===== src/sv/lsa_pkg.sv =====
// lsa_pkg: shared types, constants and tables for the log-softmax argmax scorer
// used by lsa_mul, log_softmax_argmax_scorer and lsa_check; no dependencies
package lsa_pkg;

  // default parameter values
  localparam int unsigned MaxVocabDef     = 262144;
  localparam int unsigned LogitFracBitsDef = 16;

  // field widths fixed by the interface
  localparam int unsigned LogitW = 24;
  localparam int unsigned IndexW = 18;
  localparam int unsigned SumW   = 36;

  // shared multiplier operand and product widths
  localparam int unsigned MulAW = 36;
  localparam int unsigned MulBW = 32;
  localparam int unsigned MulPW = MulAW + MulBW;

  // fixed-point constants
  localparam logic [SumW-1:0]   OneQ18   = 36'd262144;
  localparam logic [SumW-1:0]   SumMax   = 36'hF_FFFF_FFFF;
  localparam logic [16:0]       Log2eQ16 = 17'd94548;
  localparam logic [15:0]       Ln2Q16   = 16'd45426;
  localparam logic [LogitW-1:0] LpMin    = 24'h800000;

  // input beat
  typedef struct packed {
    logic signed [LogitW-1:0] logit_value;
    logic [IndexW-1:0]        target_index;
    logic                     last_logit;
  } in_beat_t;

  // result beat
  typedef struct packed {
    logic signed [LogitW-1:0] log_prob;
    logic [IndexW-1:0]        greedy_index;
    logic                     target_found;
  } out_beat_t;

  // 2^(-i/16) in Q.18, i = 0..16
  function automatic logic [18:0] pow2_frac(input logic [4:0] idx);
    logic [18:0] val;
    case (idx)
      5'd0:    val = 19'd262144;
      5'd1:    val = 19'd251030;
      5'd2:    val = 19'd240387;
      5'd3:    val = 19'd230195;
      5'd4:    val = 19'd220436;
      5'd5:    val = 19'd211090;
      5'd6:    val = 19'd202141;
      5'd7:    val = 19'd193571;
      5'd8:    val = 19'd185364;
      5'd9:    val = 19'd177505;
      5'd10:   val = 19'd169979;
      5'd11:   val = 19'd162773;
      5'd12:   val = 19'd155872;
      5'd13:   val = 19'd149263;
      5'd14:   val = 19'd142935;
      5'd15:   val = 19'd136875;
      default: val = 19'd131072;
    endcase
    return val;
  endfunction

endpackage


===== src/sv/lsa_mul.sv =====
// lsa_mul: shared unsigned multiplier with a registered product
// depends on lsa_pkg
module lsa_mul (
  input  logic                    clk_i,
  input  logic [lsa_pkg::MulAW-1:0] a_i,
  input  logic [lsa_pkg::MulBW-1:0] b_i,
  output logic [lsa_pkg::MulPW-1:0] p_o
);
  import lsa_pkg::*;

  logic [MulPW-1:0] p_q;

  // one product per cycle, registered so the result appears in the next cycle
  always_ff @(posedge clk_i) begin
    p_q <= MulPW'(a_i) * MulPW'(b_i);
  end

  assign p_o = p_q;

endmodule


===== src/sv/log_softmax_argmax_scorer.sv =====
// Log-softmax scorer with greedy argmax. Logits arrive one per input beat (signed
// Q(24-F).F, F = LOGIT_FRAC_BITS); the beat flagged last_logit ends the vector and yields
// one result beat with the target's log-probability (saturated to [-2^23, 0]), the index
// of the first maximum and a found flag. Each element keeps the block busy, longer when
// it is a new maximum and shorter for the first element of a vector: every step of the
// exponential and the sum rescale goes through one shared registered multiplier. The last
// element adds the logarithm (setup, 16 squarings each with a reduction step, the ln 2
// scaling and the hand-over to the output register), or only the hand-over when the target
// is absent. A finished result sits in an output register, so the next vector may start
// while it waits; a second result waits in the sequencer until the first one has left.
// depends on lsa_pkg and lsa_mul
module log_softmax_argmax_scorer #(
  parameter int unsigned MAX_VOCAB       = lsa_pkg::MaxVocabDef,
  parameter int unsigned LOGIT_FRAC_BITS = lsa_pkg::LogitFracBitsDef
) (
  input  logic              clk_i,
  input  logic              rst_ni,
  input  logic              in_valid_i,
  output logic              in_stall_o,
  input  lsa_pkg::in_beat_t in_data_i,
  output logic              out_valid_o,
  input  logic              out_stall_i,
  output lsa_pkg::out_beat_t out_data_o
);
  import lsa_pkg::*;

  localparam int unsigned CntW = $clog2(MAX_VOCAB + 1);
  localparam int unsigned Shl  = (LOGIT_FRAC_BITS >= 16) ? LOGIT_FRAC_BITS - 16 : 0;
  localparam int unsigned Shr  = (LOGIT_FRAC_BITS < 16) ? 16 - LOGIT_FRAC_BITS : 0;

  typedef enum logic [3:0] {
    S_IDLE, S_EXPU, S_EXPI, S_EXPS, S_SCALE, S_CHECK,
    S_LN0, S_SQ, S_SQR, S_LNM, S_LNR, S_OUT
  } state_e;

  state_e state_q;

  logic signed [LogitW-1:0] max_q;
  logic [IndexW-1:0]        best_q;
  logic [SumW-1:0]          sum_q;
  logic [CntW-1:0]          cnt_q;
  logic signed [LogitW-1:0] tgt_logit_q;
  logic                     seen_q;
  logic                     last_q;
  logic                     newmax_q;
  logic [23:0]              m_q;
  logic [18:0]              a_q;
  logic [4:0]               k_q;
  logic                     kbig_q;
  logic [30:0]              y_q;
  logic [4:0]               ip_q;
  logic [15:0]              frac_q;
  logic [3:0]               j_q;
  logic [LogitW-1:0]        lp_q;
  logic                     out_valid_q;
  out_beat_t                out_q;

  logic [MulAW-1:0] mul_a;
  logic [MulBW-1:0] mul_b;
  logic [MulPW-1:0] mul_p;

  lsa_mul u_mul (
    .clk_i (clk_i),
    .a_i   (mul_a),
    .b_i   (mul_b),
    .p_o   (mul_p)
  );

  // accept-side compare and distance to the running maximum
  logic                     in_acc;
  logic signed [LogitW:0]   dx;
  logic signed [LogitW:0]   ndx;
  logic                     gt;
  logic                     cnt_ok;
  logic                     tgt_hit;

  always_comb begin
    in_acc  = in_valid_i && (state_q == S_IDLE);
    dx      = {in_data_i.logit_value[LogitW-1], in_data_i.logit_value} -
              {max_q[LogitW-1], max_q};
    ndx     = -dx;
    gt      = in_data_i.logit_value > max_q;
    cnt_ok  = cnt_q < CntW'(MAX_VOCAB);
    tgt_hit = 32'(cnt_q) == 32'(in_data_i.target_index);
  end

  // exponential: exponent split and table interpolation
  logic [MulPW-1:0] u_full;
  logic [MulPW-1:0] k_full;
  logic [15:0]      f_u;
  logic [18:0]      ta;
  logic [18:0]      tb;
  logic [18:0]      tdiff;

  always_comb begin
    u_full = (mul_p + (MulPW'(1) << (LOGIT_FRAC_BITS - 1))) >> LOGIT_FRAC_BITS;
    k_full = u_full >> 16;
    f_u    = u_full[15:0];
    ta     = pow2_frac({1'b0, f_u[15:12]});
    tb     = pow2_frac(5'({1'b0, f_u[15:12]} + 5'd1));
    tdiff  = ta - tb;
  end

  // exponential: interpolated value and rounded shift by k
  logic [18:0] v_e;
  logic [19:0] sh_e;
  logic [18:0] e_val;
  logic [SumW:0] add_sum;
  logic [MulPW-1:0] scl;

  always_comb begin
    v_e  = a_q - 19'((mul_p + MulPW'(2048)) >> 12);
    sh_e = (20'(v_e) + (20'(1) << (k_q - 5'd1))) >> k_q;
    if (kbig_q) begin
      e_val = '0;
    end else if (k_q == 5'd0) begin
      e_val = v_e;
    end else begin
      e_val = sh_e[18:0];
    end
    add_sum = {1'b0, sum_q} + (SumW + 1)'(e_val);
    scl     = ((mul_p + (MulPW'(1) << 17)) >> 18) + MulPW'(OneQ18);
  end

  // logarithm setup: leading one and mantissa normalisation
  logic [SumW-1:0] s_ln;
  logic [5:0]      lead;
  logic [30:0]     y_norm;
  logic [31:0]     yy;

  always_comb begin
    s_ln = (sum_q < OneQ18) ? OneQ18 : sum_q;
    lead = '0;
    for (int b = 0; b < SumW; b++) begin
      if (s_ln[b]) begin
        lead = 6'(b);
      end
    end
    if (lead >= 6'd30) begin
      y_norm = 31'(s_ln >> (lead - 6'd30));
    end else begin
      y_norm = 31'(s_ln << (6'd30 - lead));
    end
    yy = mul_p[61:30];
  end

  // ln scaling to the logit format and final saturation
  logic [MulPW-1:0]  ln0;
  logic [31:0]       ln_f;
  logic signed [33:0] lp_w;
  logic [LogitW-1:0] lp_sat;

  always_comb begin
    ln0 = (mul_p + MulPW'(32768)) >> 16;
    if (LOGIT_FRAC_BITS >= 16) begin
      ln_f = 32'(ln0 << Shl);
    end else begin
      ln_f = 32'((ln0 + (MulPW'(1) << (Shr - 1))) >> Shr);
    end
    lp_w = 34'(tgt_logit_q) - 34'(max_q) - $signed({2'b00, ln_f});
    if (lp_w < -34'sd8388608) begin
      lp_sat = LpMin;
    end else if (lp_w > 34'sd0) begin
      lp_sat = '0;
    end else begin
      lp_sat = lp_w[LogitW-1:0];
    end
  end

  // shared multiplier operand select
  always_comb begin
    mul_a = '0;
    mul_b = '0;
    case (state_q)
      S_EXPU: begin
        mul_a = MulAW'(m_q);
        mul_b = MulBW'(Log2eQ16);
      end
      S_EXPI: begin
        mul_a = MulAW'(tdiff);
        mul_b = MulBW'(f_u[11:0]);
      end
      S_EXPS: begin
        mul_a = sum_q;
        mul_b = MulBW'(e_val);
      end
      S_SQ: begin
        mul_a = MulAW'(y_q);
        mul_b = MulBW'(y_q);
      end
      S_LNM: begin
        mul_a = MulAW'({ip_q, frac_q});
        mul_b = MulBW'(Ln2Q16);
      end
      default: begin
        mul_a = '0;
        mul_b = '0;
      end
    endcase
  end

  // result hand-over into the output register
  logic out_fire;

  assign out_fire = (state_q == S_OUT) && (!out_valid_q || !out_stall_i);

  // sequencer, vector state and output register
  always_ff @(posedge clk_i or negedge rst_ni) begin
    if (!rst_ni) begin
      state_q     <= S_IDLE;
      max_q       <= '0;
      best_q      <= '0;
      sum_q       <= '0;
      cnt_q       <= '0;
      tgt_logit_q <= '0;
      seen_q      <= 1'b0;
      last_q      <= 1'b0;
      newmax_q    <= 1'b0;
      m_q         <= '0;
      a_q         <= '0;
      k_q         <= '0;
      kbig_q      <= 1'b0;
      y_q         <= '0;
      ip_q        <= '0;
      frac_q      <= '0;
      j_q         <= '0;
      lp_q        <= '0;
      out_valid_q <= 1'b0;
      out_q       <= '0;
    end else begin
      if (out_fire) begin
        out_valid_q <= 1'b1;
      end else if (out_valid_q && !out_stall_i) begin
        out_valid_q <= 1'b0;
      end
      case (state_q)
        S_IDLE: begin
          if (in_acc) begin
            last_q <= in_data_i.last_logit;
            if (cnt_ok && cnt_q != '0) begin
              state_q <= S_EXPU;
            end else begin
              state_q <= S_CHECK;
            end
            if (cnt_ok) begin
              cnt_q <= cnt_q + CntW'(1);
              if (tgt_hit) begin
                tgt_logit_q <= in_data_i.logit_value;
                seen_q      <= 1'b1;
              end
              if (cnt_q == '0) begin
                max_q  <= in_data_i.logit_value;
                best_q <= '0;
                sum_q  <= OneQ18;
              end else begin
                newmax_q <= gt;
                m_q      <= gt ? dx[LogitW-1:0] : ndx[LogitW-1:0];
                if (gt) begin
                  max_q  <= in_data_i.logit_value;
                  best_q <= IndexW'(cnt_q);
                end
              end
            end
          end
        end
        S_EXPU: begin
          state_q <= S_EXPI;
        end
        S_EXPI: begin
          a_q     <= ta;
          k_q     <= 5'(k_full);
          kbig_q  <= k_full >= MulPW'(20);
          state_q <= S_EXPS;
        end
        S_EXPS: begin
          if (newmax_q) begin
            state_q <= S_SCALE;
          end else begin
            sum_q   <= add_sum[SumW] ? SumMax : add_sum[SumW-1:0];
            state_q <= S_CHECK;
          end
        end
        S_SCALE: begin
          sum_q   <= (scl > MulPW'(SumMax)) ? SumMax : scl[SumW-1:0];
          state_q <= S_CHECK;
        end
        S_CHECK: begin
          if (!last_q) begin
            state_q <= S_IDLE;
          end else if (seen_q && cnt_q != '0) begin
            state_q <= S_LN0;
          end else begin
            lp_q    <= LpMin;
            state_q <= S_OUT;
          end
        end
        S_LN0: begin
          y_q     <= y_norm;
          ip_q    <= 5'(lead - 6'd18);
          frac_q  <= '0;
          j_q     <= 4'd15;
          state_q <= S_SQ;
        end
        S_SQ: begin
          state_q <= S_SQR;
        end
        S_SQR: begin
          if (yy[31]) begin
            frac_q[j_q] <= 1'b1;
            y_q         <= yy[31:1];
          end else begin
            y_q <= yy[30:0];
          end
          if (j_q == 4'd0) begin
            state_q <= S_LNM;
          end else begin
            j_q     <= j_q - 4'd1;
            state_q <= S_SQ;
          end
        end
        S_LNM: begin
          state_q <= S_LNR;
        end
        S_LNR: begin
          lp_q    <= lp_sat;
          state_q <= S_OUT;
        end
        S_OUT: begin
          if (out_fire) begin
            out_q.log_prob        <= lp_q;
            out_q.greedy_index    <= best_q;
            out_q.target_found    <= seen_q;
            max_q                 <= '0;
            best_q                <= '0;
            sum_q                 <= '0;
            cnt_q                 <= '0;
            tgt_logit_q           <= '0;
            seen_q                <= 1'b0;
            state_q               <= S_IDLE;
          end
        end
        default: begin
          state_q <= S_IDLE;
        end
      endcase
    end
  end

  assign in_stall_o  = (state_q != S_IDLE);
  assign out_valid_o = out_valid_q;
  assign out_data_o  = out_q;

endmodule


===== config.mk =====
export PLATFORM = sky130hd
export DESIGN_NAME = log_softmax_argmax_scorer
export DESIGN_NICKNAME = d
export VERILOG_FILES = /design/src/sv/lsa_pkg.sv /design/src/sv/lsa_mul.sv /design/src/sv/log_softmax_argmax_scorer.sv
export SDC_FILE = /design/constraint.sdc
export NUM_CORES = 2
export LEC_CHECK = 0
export BUFFER_PORTS_ARGS = -buffer_cell sky130_fd_sc_hd__buf_4
export CAP_MARGIN = 20
export CORE_UTILIZATION = 45
export DETAILED_ROUTE_END_ITERATION = 16
export GPL_ROUTABILITY_DRIVEN = 1
export HOLD_SLACK_MARGIN = 0.06
export PLACE_DENSITY = 0.62
export REMOVE_ABC_BUFFERS = 1
export SLEW_MARGIN = 10
export SYNTH_ARGS = -nofsm -noshare
export SYNTH_HDL_FRONTEND = slang
export SYNTH_SLANG_ARGS = --single-unit
export TNS_END_PERCENT = 30

===== constraint.sdc =====
create_clock -name clk_i -period 14.4 [get_ports clk_i]
set_clock_uncertainty 0.1 [all_clocks]
set_input_delay 0.72 -clock clk_i [delete_from_list [all_inputs] [get_ports clk_i]]
set_output_delay 0.72 -clock clk_i [all_outputs]
set_load 0.01 [all_outputs]

Word level (Yosys, flattened, before mapping)
Memory sizes are Yosys's and may differ from the RTL's.
Index checks and enable logic that the tools add are counted.

operators by class
  add/sub/neg operators = 19
  multipliers = 1
  div/mod/pow operators = 0
  order comparisons = 10
  equal/unequal tests = 23
  shifts and indexed selects = 4
  multiplexer cells = 99
  bitwise operators = 2
  reductions and logical operators = 31

operator list
  operator                count
  $mux 24                 13
  $mux 36                 8
  $mux 6                  34
  $pmux 36 s5             1
  $pmux 31 s5             1
  $pmux 24 s2             3
  $pmux 36 s4             1
  $mux 19                 6
  $mux 18                 5
  $add 67x16->68 const B  1
  $add 67x18->68 const B  1
  $mul 36x31->67          1
  $mux 31                 2
  $pmux 31 s2             1
  $add 50x19->51 const B  1
  $gt 51x36->1 const B    1
  $pmux 4 s12             1
  $pmux 19 s2             1
  $sub 19x19->19          2
  $add 36x19->37          1
  $ge 36x5->1 const B     1
  $lt 36x19->1 const B    1
  $pmux 18 s2             1
  $shl 36x6->31           1
  other kinds (55)        100

word-level totals
  bits in registers = 368
  bits in latches = 0
  memory bits (writable) = 0
  ROM bits = 608
  memories = 2

memory list
  name              words  width  rd ports  clocked after Yosys merged registers in  write ports  RTL line       text
  (name not given)  16     19     1         0                                        0            lsa_pkg.sv:43  case (idx)
  (name not given)  16     19     1         0                                        0            lsa_pkg.sv:43

Logic depth before layout (Yosys ltp)
  depth in word-level cells = 41
  gate-level depth with buffers = 66
  gate-level depth less buffers = 62

Hierarchy
From an unflattened synthesis, not the netlist that was laid out.

unflattened totals
  cells, all modules = 8558
  area total of the unflattened synthesis = 71024.4 um^2

by module, submodules not included
  module                     instances  cells each  area each (um^2)  seq. area each (um^2)
  lsa_mul                    1          4269        38587.0           1361.3
  log_softmax_argmax_scorer  1          4289        32437.4           7532.2

Worst setup path before layout
Ideal clock, no wire load.

  path type = register to register
  start point = register u_mul.p_q[19] (netlist: u_mul.p_o[19])
  end point = register u_mul.p_q[51] (netlist: u_mul.p_o[51])
  arrival time = 14012 ps
  data required time = 14228 ps
  path slack = 216 ps
  cell stages (with the launch flop) = 63
  path buffers = 5
  period minus slack after synthesis = 14184 ps
  cell sequence = dfxtp_1 buf_2 nand3_2 nor2_1 nand3_1 nor2_1 nand2_1 xor2_1 inv_1 clkbuf_1 ha_1 clkbuf_1 inv_1 ha_1 clkbuf_1 clkbuf_1 a21oi_1 o32a_1 (+27 left out) fa_1 inv_1 fa_1 inv_1 ha_1 a21oi_1 o21ai_0 a21o_1 a21o_1 a21o_1 nand3b_1 a311oi_1 nor2_1 a31o_2 a21o_1 a21o_1 a31oi_1 xnor2_1

between the ends
  cells in the longest elaborated chain, start to end = 8
  elaborated cells on any way between the ends = 15
  those cells by class = 6 x add/sub; 1 x mul; 1 x shift; 5 x mux; 2 x memory

ends and longest elaborated chain
  item                      RTL line                          text
  start: declaration        lsa_mul.sv:11                     logic [MulPW-1:0] p_q;
  start signal: assignment  lsa_mul.sv:15                     p_q <= MulPW'(a_i) * MulPW'(b_i);
  $add 31x12->31            log_softmax_argmax_scorer.sv:112  v_e = a_q - 19'((mul_p + MulPW'(2048)) >> 12);
  $sub 19x19->19            log_softmax_argmax_scorer.sv:112
  $add 19x20->20            log_softmax_argmax_scorer.sv:113  sh_e = (20'(v_e) + (20'(1) << (k_q - 5'd1))) >> k_q;
  $shr 20x5->19             log_softmax_argmax_scorer.sv:113
  $mux 19                   log_softmax_argmax_scorer.sv:116  end else if (k_q == 5'd0) begin
  $mux 19                   log_softmax_argmax_scorer.sv:114  if (kbig_q) begin
  $pmux 31 s5               log_softmax_argmax_scorer.sv:174  case (state_q)
  $mul 36x31->67 *          lsa_mul.sv:15

Every way passes the cells marked *; elsewhere a longest branch is shown, timed or not.
A chain may end at the register's enable or synchronous reset.

Final worst setup path
  start point = register u_mul.p_q[11] (netlist: u_mul.p_o[11])
  end point = register u_mul.p_q[53] (netlist: u_mul.p_o[53])

Same word-level chain as after synthesis.

==> impl_results.md <==
* CTS max path bufs at 3
* CP required at 14830 ps
* Simple-Gate Fraction of Synth Area at 17.9%
* Register area at ~0.0087 sq mm
* Initial drt markers at 6173
* GRT Total Usage at 33.6%
* FMAX at 71.4 MHz
* DR vias at 60.4k
* CP Data Arrival Time at 14430 ps
* Worst R2R Path Depth at 59
* Slowest cell on the critical path: fa_1
* Max-slew violation count at 0
* Clock-pin slew on the worst setup and hold paths at roughly 60 ps
* Status: finished, final reports clean
* Register bit total from synthesis at 357
* Fin crit period at 14000 ps
* Final hold violation count at 0
* Multi-input gate area at 0.0529 sq mm
* Met1 WL at 105 mm
* TritonCTS clock tree: yes
* Hold-fix buffers, CTS at 0
* Worst Slack Setup Final at between 300 and 400 ps
* Die Wd at 388 microns
* Warnings from Yosys at 0
* Via/cell ratio at 5.87
* Worst-margin pin slew at 1160 ps
* Wire length of the first global-routing pass at 383 mm
* GR Overflow Total at 0
* Post-synthesis async set-or-reset flop share at 84.3%
* Die height at ~390 microns
* Ys flop type: dfrtp_1
* Final setup viols at 0
* Worst skew pair latency at 610 ps
* RSZ-0062 raised after global routing: yes
* Part of the cycle the worst path needs at 97.2%
* Die area at 0.151 sq mm
* CTS Root Cell: clkbuf_16
* Largest net degree at the start of global routing at 115
* Setup crit end: u_mul.p_o[53]
* FP Rows at 141
* ANT nets after route at 0
* R2r setup slk at 400 ps
* Initial Utilization at a little under half
* DP Wirelength at around 210 mm
* Critical Path Start: u_mul.p_o[11]
* Slew Limit Headroom at approximately 22%
* Post-synthesis xor/xnor area fraction at about 4.3%
* Worst min path class: input pin to asynchronous set/reset pin
* Mapped Area at roughly 0.067 sq mm
* Initial antenna violation count at 8
* Reg2Reg Launch Point: u_mul.p_o[11]
* Post-synthesis cell type count at 107
* Nets at around 9.8k
* Crit path top cell by count: fa_1
* Cts bufs inserted at 44
* Worst setup path class: register to register
* P&R area growth vs syn at 10.4%
* Reg-to-reg endpoint: u_mul.p_o[53]
* Share of cells above drive strength 1 at 10.1%
* I/O pin cnt at 92
* Crit path max fanout at 10
* Routed wire length at 255 mm
* CP Launch Type: register
* Synth Area in Compound Gates at 13.4%
* IO buf count at 91
* Post-Syn Area per Cell at 8.19 sq um
* Cells after Synth at 8196
* Fill cells at 14.4k
* WL met2 at 114 mm
* Post-synth EDFFs at 0
* WL/cell at 24.8 microns
* Post-synthesis mux area share at under 10%
* DR top layer: met5
* GPL Wtd Cong at about 1.0
* Largest family of logic cells by synthesized area: adder cells
* Core ar. at 0.148 sq mm
* Sequential share of the synthesized area at between 10% and 20%
* Clock Sinks at between 300 and 400
* Residual DRC at 0
* H-Tree Level Count at 2
* CP peak stage delay at 610 ps
* Worst slack at placement at -203 ps
* Crit end category: register
* Max-cap violations at 0
* Vias in the first global route at 60.1k
* Routed length on met3 at 24.1 mm
* Area share of fa/ha/maj cells after synthesis at 38.2%
* Drt first pass iters at 7
==> layer usage <==
layer  up-vias  GRT usage, %
met5         -             0
met4         6          13.2
met3       520          7.26
met2      2759          51.9
met1     30500          46.0
li1      26600             -
==> registers in the layout, summed over array words and instances (netlist names), 5 cells and up <==
name / flops
max_q: 24
frac_q: 16
y_q: 31
sum_q: 36
tgt_logit_q: 24
out_data_o: 43
best_q: 18
a_q: 19
m_q: 24
k_q: 5
ip_q: 5
u_mul.p_o: 56
lp_q: 24
cnt_q: 19
==> synthesized netlist by cell type, types with 18 or more instances <==
cell	number	area, sq um
buf_2	38	190
nand2b_1	50	313
a21o_1	98	736
nand4_1	52	325
nor2_1	716	2690
mux2i_1	93	931
ha_1	420	5260
xor2_1	126	1100
inv_1	1280	4800
dfrtp_1	301	7530
o21ai_1	22	110
or3_1	38	238
a32o_1	24	240
mux2_2	64	721
nand2_1	1346	5050
o21a_1	39	293
o211ai_1	38	285
o21ai_0	363	1820
buf_1	33	124
and3_1	41	257
mux4_2	30	676
nor2b_1	44	275
a22oi_1	34	255
dfxtp_1	56	1120
a211oi_1	42	315
fa_1	1018	20400
a2111oi_0	18	158
nand3_1	143	716
and4_1	18	158
nor4_1	44	275
a21oi_1	314	1570
o31ai_1	27	203
a21boi_0	22	165
a31oi_1	60	375
nor3_1	121	606
and2_1	63	394
o21bai_1	28	210
o22ai_1	33	206
clkbuf_1	389	1460
xnor2_1	205	1800
==> cell usage in the layout (no fill, tap or decap), types with 58 or more instances in the layout <==
master and instances:
xor2_1 122, a31oi_1 58, and2_1 64, a21o_1 98, fa_1 1017, conb_1 60
nand3_1 140, mux2_2 64, inv_1 1279, xnor2_1 193, a21oi_1 300, mux2i_1 92
ha_1 406, dfrtp_1 301, nand2_1 1340, buf_4 451, nor2_1 702, nor3_1 112
o21ai_0 349
==> final cells by class <==
cell class	count	share of cell area, %
flip-flops and latches	357	11.7
repair buffers	474	5.14
clock buffers	65	1.77
clock inverters	15	0.309
well taps	1930	3.26
multi-input cells	6150	71.3
inverters	1285	6.51
diodes	5	0.0169
==> per-stage QoR <==
step | util, % | hold slack, ps | cells | cell area [sq um] | setup TNS (ps)
2_1_floorplan | - | 324 | 7792 | 65600 | -83.6
3_3_place_gp | 48.5 | 353 | 10200 | 71700 | -28.9
3_5_place_dp | 48.5 | 353 | 10200 | 71700 | -712
4_1_cts | 49.6 | 128 | 10200 | 73300 | 0
5_1_grt | 50.1 | 165 | 10300 | 74100 | -544
6_report | 50.1 | 82.9 | 10300 | 74100 | 0
==> how the worst min path moves through the flow <==
stage / from / end / slack [ps] / depth (start not counted)
5_1_grt: rst_ni / out_data_o[4] / 160 / 1
4_1_cts: rst_ni / best_q[10] / 130 / 1
3_3_place_gp: best_q[1] / out_data_o[2] / 350 / 2
6_report: rst_ni / out_data_o[11] / 80 / 1
3_5_place_dp: lp_q[9] / out_data_o[28] / 350 / 2
2_1_floorplan: rst_ni / a_q[0] / 320 / 0
==> what timing repair did <==
item,4_1_cts,5_1_grt
setup endpoints to repair,11,39
setup buffers,0,20
gates cloned,0,2
gates resized for setup,16,117
pin swaps,0,22
==> critical path, delay by kind of cell (launching register included) <==
kind | cells | cell delay, ps
simple gates | 8 | 1020
compound gates | 25 | 5240
buf+inv | 10 | 1270
mux | 1 | 240
flops | 1 | 320
fa+ha+maj | 12 | 5300
xor+xnor | 3 | 420
==> logic make-up (layout without fill, tap and decap cells) <==
group	count (synthesis)	count (layout)
xor+xnor	331	331
fa+ha+maj	1438	1438
mux	187	187
buf+inv	1747	1839
other cells	2	65
flops	357	357
simple gates	2755	2755
compound gates	1379	1379
Power is not shown: default switching activity piles up to over one toggle a cycle in this logic, so the estimate is an artifact.
